**src/sspg_pkg.sv**
```systemverilog
`timescale 1ns / 1ps
// ----------------------------------------------------------------------------
// sspg_pkg
// Types and constants shared by the stepper step-pulse generator files.
// ----------------------------------------------------------------------------
package sspg_pkg;

    localparam int KIND_W      = 3;
    localparam int CFG_INDEX_W = 3;
    localparam int CFG_DATA_W  = 16;
    localparam int CTRL_W      = 15;   // full-scale speed and deadbands
    localparam int FREQ_W      = 16;   // step frequencies
    localparam int MAG_W       = 15;   // clamped speed magnitude

    // Shared arithmetic unit widths.
    localparam int MUL_A_W    = 20;
    localparam int MUL_B_W    = 16;
    localparam int PROD_W     = 35;    // largest product is 1e6 * 32767
    localparam int DIVIDEND_W = 35;
    localparam int DIVISOR_W  = 31;
    localparam int QUO_W      = 20;    // every quotient stays at or below 1e6
    localparam int CNT_W      = $clog2(QUO_W + 1);

    localparam logic [MUL_A_W-1:0] US_PER_S = 20'd1000000;

    localparam logic [CTRL_W-1:0] RST_MAX_CONTROL = 15'd4000;
    localparam logic [FREQ_W-1:0] RST_MAX_FREQ    = 16'd8000;
    localparam logic [CTRL_W-1:0] RST_DB_ENTER    = 15'd128;
    localparam logic [CTRL_W-1:0] RST_DB_EXIT     = 15'd400;
    localparam logic [FREQ_W-1:0] RST_MIN_FREQ    = 16'd600;

    typedef enum logic [KIND_W-1:0] {
        KIND_SPEED   = 3'd0,
        KIND_TICK    = 3'd1,
        KIND_ENABLE  = 3'd2,
        KIND_DISABLE = 3'd3,
        KIND_ESTOP   = 3'd4
    } kind_t;

    typedef enum logic [CFG_INDEX_W-1:0] {
        CFG_MAX_CONTROL = 3'd0,
        CFG_MAX_FREQ    = 3'd1,
        CFG_DB_ENTER    = 3'd2,
        CFG_DB_EXIT     = 3'd3,
        CFG_MIN_FREQ    = 3'd4
    } cfg_index_t;

    typedef enum logic [1:0] {
        DIR_NONE = 2'd0,
        DIR_FWD  = 2'd1,
        DIR_REV  = 2'd2
    } dir_t;

    typedef enum logic [2:0] {
        SEQ_IDLE,
        SEQ_MUL_NUM,
        SEQ_MUL_MIN,
        SEQ_MUL_SCALE,
        SEQ_DIV_START,
        SEQ_DIV
    } seq_state_t;

    typedef enum logic [1:0] {
        ARITH_NOP,
        ARITH_MUL,
        ARITH_DIV_START,
        ARITH_DIV_STEP
    } arith_op_t;

    typedef struct packed {
        arith_op_t              op;
        logic [MUL_A_W-1:0]     mul_a;
        logic [MUL_B_W-1:0]     mul_b;
        logic [DIVIDEND_W-1:0]  dividend;
        logic [DIVISOR_W-1:0]   divisor;
    } arith_cmd_t;

    typedef struct packed {
        logic [PROD_W-1:0]      prod;
        logic [QUO_W-1:0]       quotient;
        logic                   div_done;
    } arith_rsp_t;

endpackage

```
**src/stepper_speed_to_step_pulse.sv**
```systemverilog
`timescale 1ns / 1ps
// ----------------------------------------------------------------------------
// stepper_speed_to_step_pulse
// Turns signed speed commands and microsecond ticks into step pulses, with
// clamping, a hysteresis deadband and reversal protection.
// ----------------------------------------------------------------------------
//  Channel  Signals                                    Direction
//  in       in_valid/in_ready, kind, speed_command     request in
//  out      out_valid/out_ready, step_pulse ...        result out
//  cfg      cfg_write, cfg_index, cfg_data             write only
//
//  Ticks, enable, disable, emergency stop and commands that end without a new
//  interval are handled in the accepting cycle. A command that sets a new
//  interval passes through the accepting cycle, three multiplies, a division
//  start, a 20-step restoring division on the shared arithmetic unit and the
//  quotient load. No clearing pass follows reset. A result waiting on out_ready
//  blocks the next request; the input is not ready while an interval is computed.
// ----------------------------------------------------------------------------
module stepper_speed_to_step_pulse
    import sspg_pkg::*;
#(
    parameter int SPEED_WIDTH    = 16,
    parameter int INTERVAL_WIDTH = 20
)
(
    input  logic                          clk,
    input  logic                          rst_n,
    input  logic                          in_valid,
    output logic                          in_ready,
    input  logic [KIND_W-1:0]             kind,
    input  logic signed [SPEED_WIDTH-1:0] speed_command,
    output logic                          out_valid,
    input  logic                          out_ready,
    output logic                          step_pulse,
    output logic                          direction,
    output logic [INTERVAL_WIDTH-1:0]     step_interval_us,
    output logic                          silenced,
    output logic                          enabled_flag,
    output logic signed [SPEED_WIDTH-1:0] applied_speed,
    input  logic                          cfg_write,
    input  logic [CFG_INDEX_W-1:0]        cfg_index,
    input  logic [CFG_DATA_W-1:0]         cfg_data
);

    localparam int EXT_W = ((SPEED_WIDTH > CTRL_W + 1) ? SPEED_WIDTH : CTRL_W + 1) + 1;
    localparam int SAT_W = (INTERVAL_WIDTH > QUO_W) ? INTERVAL_WIDTH : QUO_W;
    localparam logic [INTERVAL_WIDTH-1:0] IV_MAX = {INTERVAL_WIDTH{1'b1}};

    // Configuration
    logic [CTRL_W-1:0] max_control_reg, max_control_next;
    logic [FREQ_W-1:0] max_freq_reg,    max_freq_next;
    logic [CTRL_W-1:0] db_enter_reg,    db_enter_next;
    logic [CTRL_W-1:0] db_exit_reg,     db_exit_next;
    logic [FREQ_W-1:0] min_freq_reg,    min_freq_next;

    // Block state
    seq_state_t                    state_reg,    state_next;
    logic                          enabled_reg,  enabled_next;
    logic                          silent_reg,   silent_next;
    dir_t                          last_dir_reg, last_dir_next;
    logic [INTERVAL_WIDTH-1:0]     interval_reg, interval_next;
    logic [INTERVAL_WIDTH-1:0]     elapsed_reg,  elapsed_next;
    logic signed [SPEED_WIDTH-1:0] speed_reg,    speed_next;
    logic                          dir_pin_reg,  dir_pin_next;
    logic                          out_valid_reg, out_valid_next;
    logic                          pulse_reg,    pulse_next;

    // Interval computation
    logic [MAG_W-1:0]     mag_reg, mag_next;
    logic [DIVISOR_W-1:0] num_reg, num_next;
    logic                 low_reg, low_next;

    // Command decode
    logic signed [EXT_W-1:0] s_ext;
    logic signed [EXT_W-1:0] mc_ext;
    logic signed [EXT_W-1:0] clamped;
    logic signed [EXT_W-1:0] neg_clamped;
    logic [MAG_W-1:0]        mag;
    logic                    want_fwd;
    dir_t                    want_dir;
    logic [CTRL_W-1:0]       mc1;
    logic [FREQ_W-1:0]       minf1;
    logic [INTERVAL_WIDTH-1:0] elapsed_inc;
    logic [SAT_W-1:0]        quo_ext;
    logic [INTERVAL_WIDTH-1:0] quo_sat;
    logic                    accept;

    arith_cmd_t cmd;
    arith_rsp_t rsp;

    sspg_arith u_arith
    (
        .clk   (clk),
        .rst_n (rst_n),
        .cmd   (cmd),
        .rsp   (rsp)
    );

    assign s_ext       = EXT_W'(speed_command);
    assign mc_ext      = signed'(EXT_W'(max_control_reg));
    assign clamped     = (s_ext > mc_ext) ? mc_ext :
                         ((s_ext < -mc_ext) ? -mc_ext : s_ext);
    assign neg_clamped = -clamped;
    assign mag         = clamped[EXT_W-1] ? neg_clamped[MAG_W-1:0] : clamped[MAG_W-1:0];
    assign want_fwd    = !clamped[EXT_W-1];
    assign want_dir    = want_fwd ? DIR_FWD : DIR_REV;

    // A zero full scale or minimum frequency counts as one.
    assign mc1   = (max_control_reg == '0) ? CTRL_W'(1) : max_control_reg;
    assign minf1 = (min_freq_reg == '0) ? FREQ_W'(1) : min_freq_reg;

    assign elapsed_inc = (elapsed_reg < IV_MAX) ? elapsed_reg + 1'b1 : elapsed_reg;
    assign quo_ext     = SAT_W'(rsp.quotient);
    assign quo_sat     = (quo_ext > SAT_W'(IV_MAX)) ? IV_MAX : INTERVAL_WIDTH'(quo_ext);

    assign in_ready = (state_reg == SEQ_IDLE) && (!out_valid_reg || out_ready);
    assign accept   = in_valid && in_ready;

    always_comb
    begin
        max_control_next = max_control_reg;
        max_freq_next    = max_freq_reg;
        db_enter_next    = db_enter_reg;
        db_exit_next     = db_exit_reg;
        min_freq_next    = min_freq_reg;
        if (cfg_write)
        begin
            case (cfg_index_t'(cfg_index))
                CFG_MAX_CONTROL: max_control_next = cfg_data[CTRL_W-1:0];
                CFG_MAX_FREQ:    max_freq_next    = cfg_data[FREQ_W-1:0];
                CFG_DB_ENTER:    db_enter_next    = cfg_data[CTRL_W-1:0];
                CFG_DB_EXIT:     db_exit_next     = cfg_data[CTRL_W-1:0];
                CFG_MIN_FREQ:    min_freq_next    = cfg_data[FREQ_W-1:0];
                default:
                begin
                end
            endcase
        end
    end

    always_comb
    begin
        state_next     = state_reg;
        enabled_next   = enabled_reg;
        silent_next    = silent_reg;
        last_dir_next  = last_dir_reg;
        interval_next  = interval_reg;
        elapsed_next   = elapsed_reg;
        speed_next     = speed_reg;
        dir_pin_next   = dir_pin_reg;
        out_valid_next = out_valid_reg && !out_ready;
        pulse_next     = pulse_reg;
        mag_next       = mag_reg;
        num_next       = num_reg;
        low_next       = low_reg;
        cmd.op         = ARITH_NOP;
        cmd.mul_a      = MUL_A_W'(mag_reg);
        cmd.mul_b      = max_freq_reg;
        cmd.dividend   = rsp.prod;
        cmd.divisor    = num_reg;

        case (state_reg)
            SEQ_IDLE:
            begin
                if (accept)
                begin
                    out_valid_next = 1'b1;
                    pulse_next     = 1'b0;
                    case (kind_t'(kind))
                        KIND_SPEED:
                        begin
                            if (!enabled_reg)
                            begin
                                interval_next = '0;
                                silent_next   = 1'b1;
                            end
                            else
                            begin
                                speed_next = SPEED_WIDTH'(clamped);
                                if (silent_reg && (mag < db_exit_reg))
                                begin
                                    interval_next = '0;
                                end
                                else if (!silent_reg && (mag < db_enter_reg))
                                begin
                                    silent_next   = 1'b1;
                                    interval_next = '0;
                                    last_dir_next = DIR_NONE;
                                end
                                else if ((last_dir_reg == DIR_NONE) ||
                                         (last_dir_reg == want_dir))
                                begin
                                    // Running: the result waits for the new interval.
                                    silent_next    = 1'b0;
                                    dir_pin_next   = want_fwd;
                                    last_dir_next  = want_dir;
                                    mag_next       = mag;
                                    out_valid_next = 1'b0;
                                    state_next     = SEQ_MUL_NUM;
                                end
                                else
                                begin
                                    // Reversal while a direction is held.
                                    silent_next   = 1'b1;
                                    interval_next = '0;
                                    last_dir_next = DIR_NONE;
                                end
                            end
                        end
                        KIND_TICK:
                        begin
                            elapsed_next = elapsed_inc;
                            if (enabled_reg && (interval_reg != '0) &&
                                (elapsed_inc >= interval_reg))
                            begin
                                pulse_next   = 1'b1;
                                elapsed_next = '0;
                            end
                        end
                        KIND_ENABLE:
                        begin
                            enabled_next = 1'b1;
                        end
                        KIND_DISABLE:
                        begin
                            enabled_next  = 1'b0;
                            speed_next    = '0;
                            interval_next = '0;
                        end
                        KIND_ESTOP:
                        begin
                            speed_next    = '0;
                            interval_next = '0;
                        end
                        default:
                        begin
                        end
                    endcase
                end
            end
            SEQ_MUL_NUM:
            begin
                cmd.op     = ARITH_MUL;
                state_next = SEQ_MUL_MIN;
            end
            SEQ_MUL_MIN:
            begin
                num_next   = rsp.prod[DIVISOR_W-1:0];
                cmd.op     = ARITH_MUL;
                cmd.mul_a  = MUL_A_W'(minf1);
                cmd.mul_b  = MUL_B_W'(mc1);
                state_next = SEQ_MUL_SCALE;
            end
            SEQ_MUL_SCALE:
            begin
                // Below the minimum frequency the interval comes from it alone.
                low_next   = num_reg < rsp.prod[DIVISOR_W-1:0];
                cmd.op     = ARITH_MUL;
                cmd.mul_a  = US_PER_S;
                cmd.mul_b  = MUL_B_W'(mc1);
                state_next = SEQ_DIV_START;
            end
            SEQ_DIV_START:
            begin
                cmd.op = ARITH_DIV_START;
                if (low_reg)
                begin
                    cmd.dividend = DIVIDEND_W'(US_PER_S);
                    cmd.divisor  = DIVISOR_W'(minf1);
                end
                state_next = SEQ_DIV;
            end
            SEQ_DIV:
            begin
                if (rsp.div_done)
                begin
                    interval_next  = quo_sat;
                    out_valid_next = 1'b1;
                    state_next     = SEQ_IDLE;
                end
                else
                begin
                    cmd.op = ARITH_DIV_STEP;
                end
            end
            default:
            begin
                state_next = SEQ_IDLE;
            end
        endcase
    end

    always_ff @(posedge clk or negedge rst_n)
    begin
        if (!rst_n)
        begin
            max_control_reg <= RST_MAX_CONTROL;
            max_freq_reg    <= RST_MAX_FREQ;
            db_enter_reg    <= RST_DB_ENTER;
            db_exit_reg     <= RST_DB_EXIT;
            min_freq_reg    <= RST_MIN_FREQ;
            state_reg       <= SEQ_IDLE;
            enabled_reg     <= 1'b1;
            silent_reg      <= 1'b1;
            last_dir_reg    <= DIR_NONE;
            interval_reg    <= '0;
            elapsed_reg     <= '0;
            speed_reg       <= '0;
            dir_pin_reg     <= 1'b0;
            out_valid_reg   <= 1'b0;
            pulse_reg       <= 1'b0;
        end
        else
        begin
            max_control_reg <= max_control_next;
            max_freq_reg    <= max_freq_next;
            db_enter_reg    <= db_enter_next;
            db_exit_reg     <= db_exit_next;
            min_freq_reg    <= min_freq_next;
            state_reg       <= state_next;
            enabled_reg     <= enabled_next;
            silent_reg      <= silent_next;
            last_dir_reg    <= last_dir_next;
            interval_reg    <= interval_next;
            elapsed_reg     <= elapsed_next;
            speed_reg       <= speed_next;
            dir_pin_reg     <= dir_pin_next;
            out_valid_reg   <= out_valid_next;
            pulse_reg       <= pulse_next;
        end
    end

    always_ff @(posedge clk)
    begin
        mag_reg <= mag_next;
        num_reg <= num_next;
        low_reg <= low_next;
    end

    // The state behind the status fields only changes while no result is
    // pending, so the status fields come straight from the state.
    assign out_valid        = out_valid_reg;
    assign step_pulse       = pulse_reg;
    assign direction        = dir_pin_reg;
    assign step_interval_us = interval_reg;
    assign silenced         = silent_reg;
    assign enabled_flag     = enabled_reg;
    assign applied_speed    = speed_reg;

endmodule

```
**src/sspg_arith.sv**
```systemverilog
`timescale 1ns / 1ps
// ----------------------------------------------------------------------------
// sspg_arith
// Shared arithmetic unit: one multiply, one division start or one restoring
// division step per command.
// ----------------------------------------------------------------------------
module sspg_arith
    import sspg_pkg::*;
(
    input  logic       clk,
    input  logic       rst_n,
    input  arith_cmd_t cmd,
    output arith_rsp_t rsp
);

    logic [PROD_W-1:0]          prod_reg,  prod_next;
    logic [DIVISOR_W-1:0]       rem_reg,   rem_next;
    logic [DIVISOR_W-1:0]       div_reg,   div_next;
    logic [QUO_W-1:0]           dvd_reg,   dvd_next;
    logic [QUO_W-1:0]           quo_reg,   quo_next;
    logic [CNT_W-1:0]           cnt_reg,   cnt_next;
    logic [MUL_A_W+MUL_B_W-1:0] prod_full;
    logic [DIVISOR_W:0]         trial;

    assign prod_full = cmd.mul_a * cmd.mul_b;
    assign trial     = {rem_reg, dvd_reg[QUO_W-1]};

    always_comb
    begin
        prod_next = prod_reg;
        rem_next  = rem_reg;
        div_next  = div_reg;
        dvd_next  = dvd_reg;
        quo_next  = quo_reg;
        cnt_next  = cnt_reg;
        case (cmd.op)
            ARITH_MUL:
            begin
                prod_next = prod_full[PROD_W-1:0];
            end
            ARITH_DIV_START:
            begin
                // The quotient is known to fit QUO_W bits, so the bits of the
                // dividend above them already form a remainder below the divisor.
                rem_next = DIVISOR_W'(cmd.dividend[DIVIDEND_W-1:QUO_W]);
                dvd_next = cmd.dividend[QUO_W-1:0];
                div_next = cmd.divisor;
                quo_next = '0;
                cnt_next = '0;
            end
            ARITH_DIV_STEP:
            begin
                if (trial >= {1'b0, div_reg})
                begin
                    rem_next = DIVISOR_W'(trial - {1'b0, div_reg});
                    quo_next = {quo_reg[QUO_W-2:0], 1'b1};
                end
                else
                begin
                    rem_next = trial[DIVISOR_W-1:0];
                    quo_next = {quo_reg[QUO_W-2:0], 1'b0};
                end
                dvd_next = {dvd_reg[QUO_W-2:0], 1'b0};
                cnt_next = cnt_reg + 1'b1;
            end
            default:
            begin
            end
        endcase
    end

    always_ff @(posedge clk or negedge rst_n)
    begin
        if (!rst_n)
        begin
            cnt_reg <= '0;
        end
        else
        begin
            cnt_reg <= cnt_next;
        end
    end

    always_ff @(posedge clk)
    begin
        prod_reg <= prod_next;
        rem_reg  <= rem_next;
        div_reg  <= div_next;
        dvd_reg  <= dvd_next;
        quo_reg  <= quo_next;
    end

    assign rsp.prod     = prod_reg;
    assign rsp.quotient = quo_reg;
    assign rsp.div_done = (cnt_reg == CNT_W'(QUO_W));

endmodule

```
**config.mk**
```make
export PLATFORM = sky130hd
export DESIGN_NAME = stepper_speed_to_step_pulse
export DESIGN_NICKNAME = d
export VERILOG_FILES = /design/src/sspg_pkg.sv /design/src/stepper_speed_to_step_pulse.sv /design/src/sspg_arith.sv
export SDC_FILE = /design/constraint.sdc
export NUM_CORES = 1
export LEC_CHECK = 0
export BUFFER_PORTS_ARGS = -buffer_cell sky130_fd_sc_hd__buf_2
export CORE_AREA = 4 4 232 234
export CTS_CLUSTER_SIZE = 30
export DETAILED_ROUTE_END_ITERATION = 8
export DIE_AREA = 0 0 236 238
export PLACE_DENSITY = 0.71
export REMOVE_ABC_BUFFERS = 1
export SETUP_SLACK_MARGIN = 0.15
export SKIP_CTS_REPAIR_TIMING = 1
export SYNTH_ARGS = -nofsm -noshare
export SYNTH_HDL_FRONTEND = slang
export SYNTH_SLANG_ARGS = --single-unit
```
**constraint.sdc**
```tcl
create_clock -name clk -period 26.8 [get_ports clk]
set_input_delay 8.04 -clock clk [delete_from_list [all_inputs] [get_ports clk]]
set_output_delay 8.04 -clock clk [all_outputs]
set_load 0.005 [all_outputs]
```
# --- Yosys cells after proc, flatten, opt, wreduce, memory -nomap -nowiden ---
# Index checks and enable logic that the tools add are counted.
word_totals:
  ff_bits: 332
  wordCells: 163
op_classes:
  n_addsub: 5
  multipliers: 1
  n_lt_le_gt_ge: 9
  n_eq_ne: 29
  muxes: 53
  bitwise: 2
  reduce_logical: 40
ops:
  columns: ["operator", "count"]
  rows:
  - ["$mux W20", 9]
  - ["$pmux W20 S2", 4]
  - ["$mux W66", 2]
  - ["$pmux W36 S2", 1]
  - ["$pmux W31 S2", 1]
  - ["$mul A20 B16 Y35", 1]
  - ["$mux W17", 2]
  - ["$ge A32 B31 Y1", 1]
  - ["$mux W16", 2]
  - ["$pmux W16 S2", 1]
  - ["$lt A31 B31 Y1", 1]
  - ["$mux W31", 1]
  - ["$sub A31 B31 Y31", 1]
  - ["$lt A15 B15 Y1", 2]
  - ["$mux W15", 2]
  - ["$mux W3", 7]
  - ["$add A20 B1 Y20 const B", 1]
  - ["$ge A20 B20 Y1", 1]
  - ["$gt A20 B20 Y1 const B", 1]
  - ["$lt A20 B20 Y1 const B", 1]
  - ["$reduce_bool A20 Y1", 1]
  - ["$eq A3 B2 Y1 const B", 6]
  - ["$pmux W3 S6", 1]
  - ["$lt A16 B17 Y1", 1]
  - ["other kinds (35)", 88]

# --- Logic depth before layout (Yosys ltp) ---
logic_depth:
  word_depth: 14
  depth_mapped: 32

# --- Modules after synthesis ---
# A second synthesis with hierarchy kept.
unflattened:
  hier_cells: 3148
  hier_area_um2: 29809.8
modules_own_cells:
  columns: ["module", "n_inst", "cells_each", "area_each_um2", "seq_area_each_um2"]
  rows:
  - ["sspg_arith", 1, 1835, 17416.7, 4239.1]
  - ["stepper_speed_to_step_pulse", 1, 1313, 12393.1, 5017.3]

# --- Worst setup path before layout ---
# Ideal clock, no wire load.
synth_path:
  path_type: "input port to output port"
  start: "input out_ready"
  end: "output in_ready"
  arrival_ps: 8327
  t_required_ps: 18760
  slack_ps: 10433
  cell_stages: 2
  cell_sequence: "nand2b_1 -> and2_1"
synth_via:
  elab_chain_len: 2
synth_lines:
  columns: ["element", "line_no", "text"]
  rows:
  - ["from (decl)", "stepper_speed_to_step_pulse.sv:33", "input logic out_ready,"]
  - ["$logic_or A1 B1 Y1", "stepper_speed_to_step_pulse.sv:116", "assign in_ready = (state_reg == SEQ_IDLE) && (!out_valid_reg || out_ready);"]
  - ["$logic_and A1 B1 Y1", "stepper_speed_to_step_pulse.sv:116", null]
  - ["to (decl)", "stepper_speed_to_step_pulse.sv:29", "output logic in_ready,"]
# Every way passes these cells.

# --- Worst setup path after layout ---
# Ends and elaborated chain as after synthesis.

==> metrics.txt <==
crit path kind=input pin to output pin; RSZ-0062 raised after global routing=no; WP data arrival=8.56 ns; sequential cell area=9260 µm²; Max Clk Rate=60.2 MHz; Die Y-Extent=238 µm; Area growth, synth to finish=8.62%; first drt pass iteration count=8; worst reg2reg path depth=29; max_cap viols=0; Fin Setup TNS=0 ns; most common library cells after synthesis=inv_1, nand2_1, fa_1, ha_1, nor2_1; Starting Density=54.4%; Avg Inst Size Synth=9.59 µm²; wire per inst=20.3 µm; Rows=84; Final Hold Viols=0; Setup violations, final=0; first-pass GRT wire length=121000 µm; Hold Crit Depth=0; FILL cells=4417; final wirelength=75700 µm; pre-CTS setup slack=10.20 ns; clock tree buffer depth=3; Core Area=52000 µm²; Max H-tree Level=2; CP max FO=3; max FFs per register=35; area of the multi-input gates=17000 µm²; vias per cell=5.79; worst slew pin tran=1.23 ns; Startpoint Class=input pin; hold wc startpoint=u_arith.prod_reg[7]; Top FF cell, synth=edfxtp_1; fin crit period=16.60 ns; Post-route DRC=0; largest net degree at the start of global routing=103; clk root buf=clkbuf_16; Post-synth EDFFs=184; antenna violations before repair=4; Tot GR Track Use=27.1%; post-synth top area cell=edfxtp_1; Reg2Reg Setup Slack=17.18 ns; CTS Buf Count=37; Final WS setup=10.20 ns; clock latency on the worst-skew pair=0.55 ns; Mapped Cells=2953; CTS tree=done; Final #Nets=3552; clk sinks=332; final period utilization=61.9%; number of DRC markers in iteration 0=1861; crit path from=out_ready; warnings from Yosys=0; Hold WS=0.452 ns; reg2reg end=u_arith.prod_reg[34]; layout cells sized above 1=9.10%; Placed Area=29500 µm²; status=finished, final reports clean; via count=21607; GR Overflow Total=0; top-area cell type share of the netlist area=19.5%; number of synthesized register bits=332; Slew Limit Headroom=18.1%; final instance area=30800 µm²; CTS clk-pin slew, worst paths=0.06 ns; sequential element share of the synthesized area=32.7%; IO Pins=85; top-count cell post-synth=inv_1; Hold/Removal Path Class=register to register; Clock Skews=0.0238 ns; Worst EP required=18.76 ns; Synth area leaders=edfxtp_1, fa_1, dfrtp_1; Die Span X=236 µm; r2r startpoint=max_control_reg[1]; vias in the first global route=21947; ys async rst share=44.6%; Worst Hold End=num_reg[7]; port bufs=84; die area=56200 µm²; DP HPWL=58900 µm; post-synthesis instance area=28300 µm²; gp weighted congestion=0.957; Max Slew Vio Count=0; Netlist cell types=86; nature of the critical path endpoint=output pin; DRT antenna net count=0
-- through the flow --
stage                     utilization [%]  cells
after floorplan                         -   2859
after global placement               56.7   3664
after detailed placement             56.7   3664
after CTS                            59.1   3731
after global routing                 59.1   3731
final                                59.1   3733
-- layout make-up --
cell class,count,share of cell area (%)
well taps,688,2.80
inverters,451,5.50
clock inverters,17,0.566
clock buffers,50,3.44
multi-input cells,2076,55.4
diodes,2,0.0163
flip-flops and latches,332,30.1
repair buffers,117,2.19
-- per-layer routing --
| metal | up-vias | share of wire [%] | GRT usage (%) |
|---|---|---|---|
| li1 | 9944 | - | - |
| met1 | 10709 | 40 | 35.1 |
| met2 | 789 | 48 | 46.4 |
| met3 | 163 | 7.5 | 4.98 |
| met4 | 2 | 3.7 | 9.20 |
| met5 | - | 0.015 | 0 |
-- worst max-delay path, stage by stage --
cell      delay [ns]
buf_2           0.09
nand2b_1        0.16
and2_1          0.14
buf_2           0.12
-- cells by family after synthesis --
logic type / synth area share (%)
adder cells (fa/ha/maj): 28.4
AND/OR/NAND/NOR: 14.2
buffers and inverters: 7.34
XOR/XNOR: 2.97
flip-flops: 32.7
multiplexers: 2.74
AO/OA/AOI/OAI: 11.6
other: 0.0265
-- how the worst max path moves through the flow --
stage               endpoint
floorplan           in_ready
global placement    in_ready
detailed placement  in_ready
CTS                 in_ready
global route        in_ready
finish              in_ready
-- layout by cell type (no fill, tap or decap), types with 13 or more instances in the layout --
cell	instances
buf_4	33
nor2b_1	46
a22o_1	34
nor2_1	190
nand4_1	32
inv_1	448
nand3_1	47
xnor2_1	68
nand2b_1	20
dfstp_2	22
o21a_1	28
buf_2	83
dfrtp_1	126
clkbuf_16	40
and3_1	13
nor4_1	19
fa_1	247
o21ai_1	23
mux2i_1	21
a21oi_1	111
and2_1	40
ha_1	247
mux2_2	49
nor3_1	21
o21ai_0	141
nand2_1	437
xor2_1	28
edfxtp_1	184
a21o_1	47
Power is not shown: default switching activity piles up to over one toggle a cycle in this logic, so the estimate is an artifact.
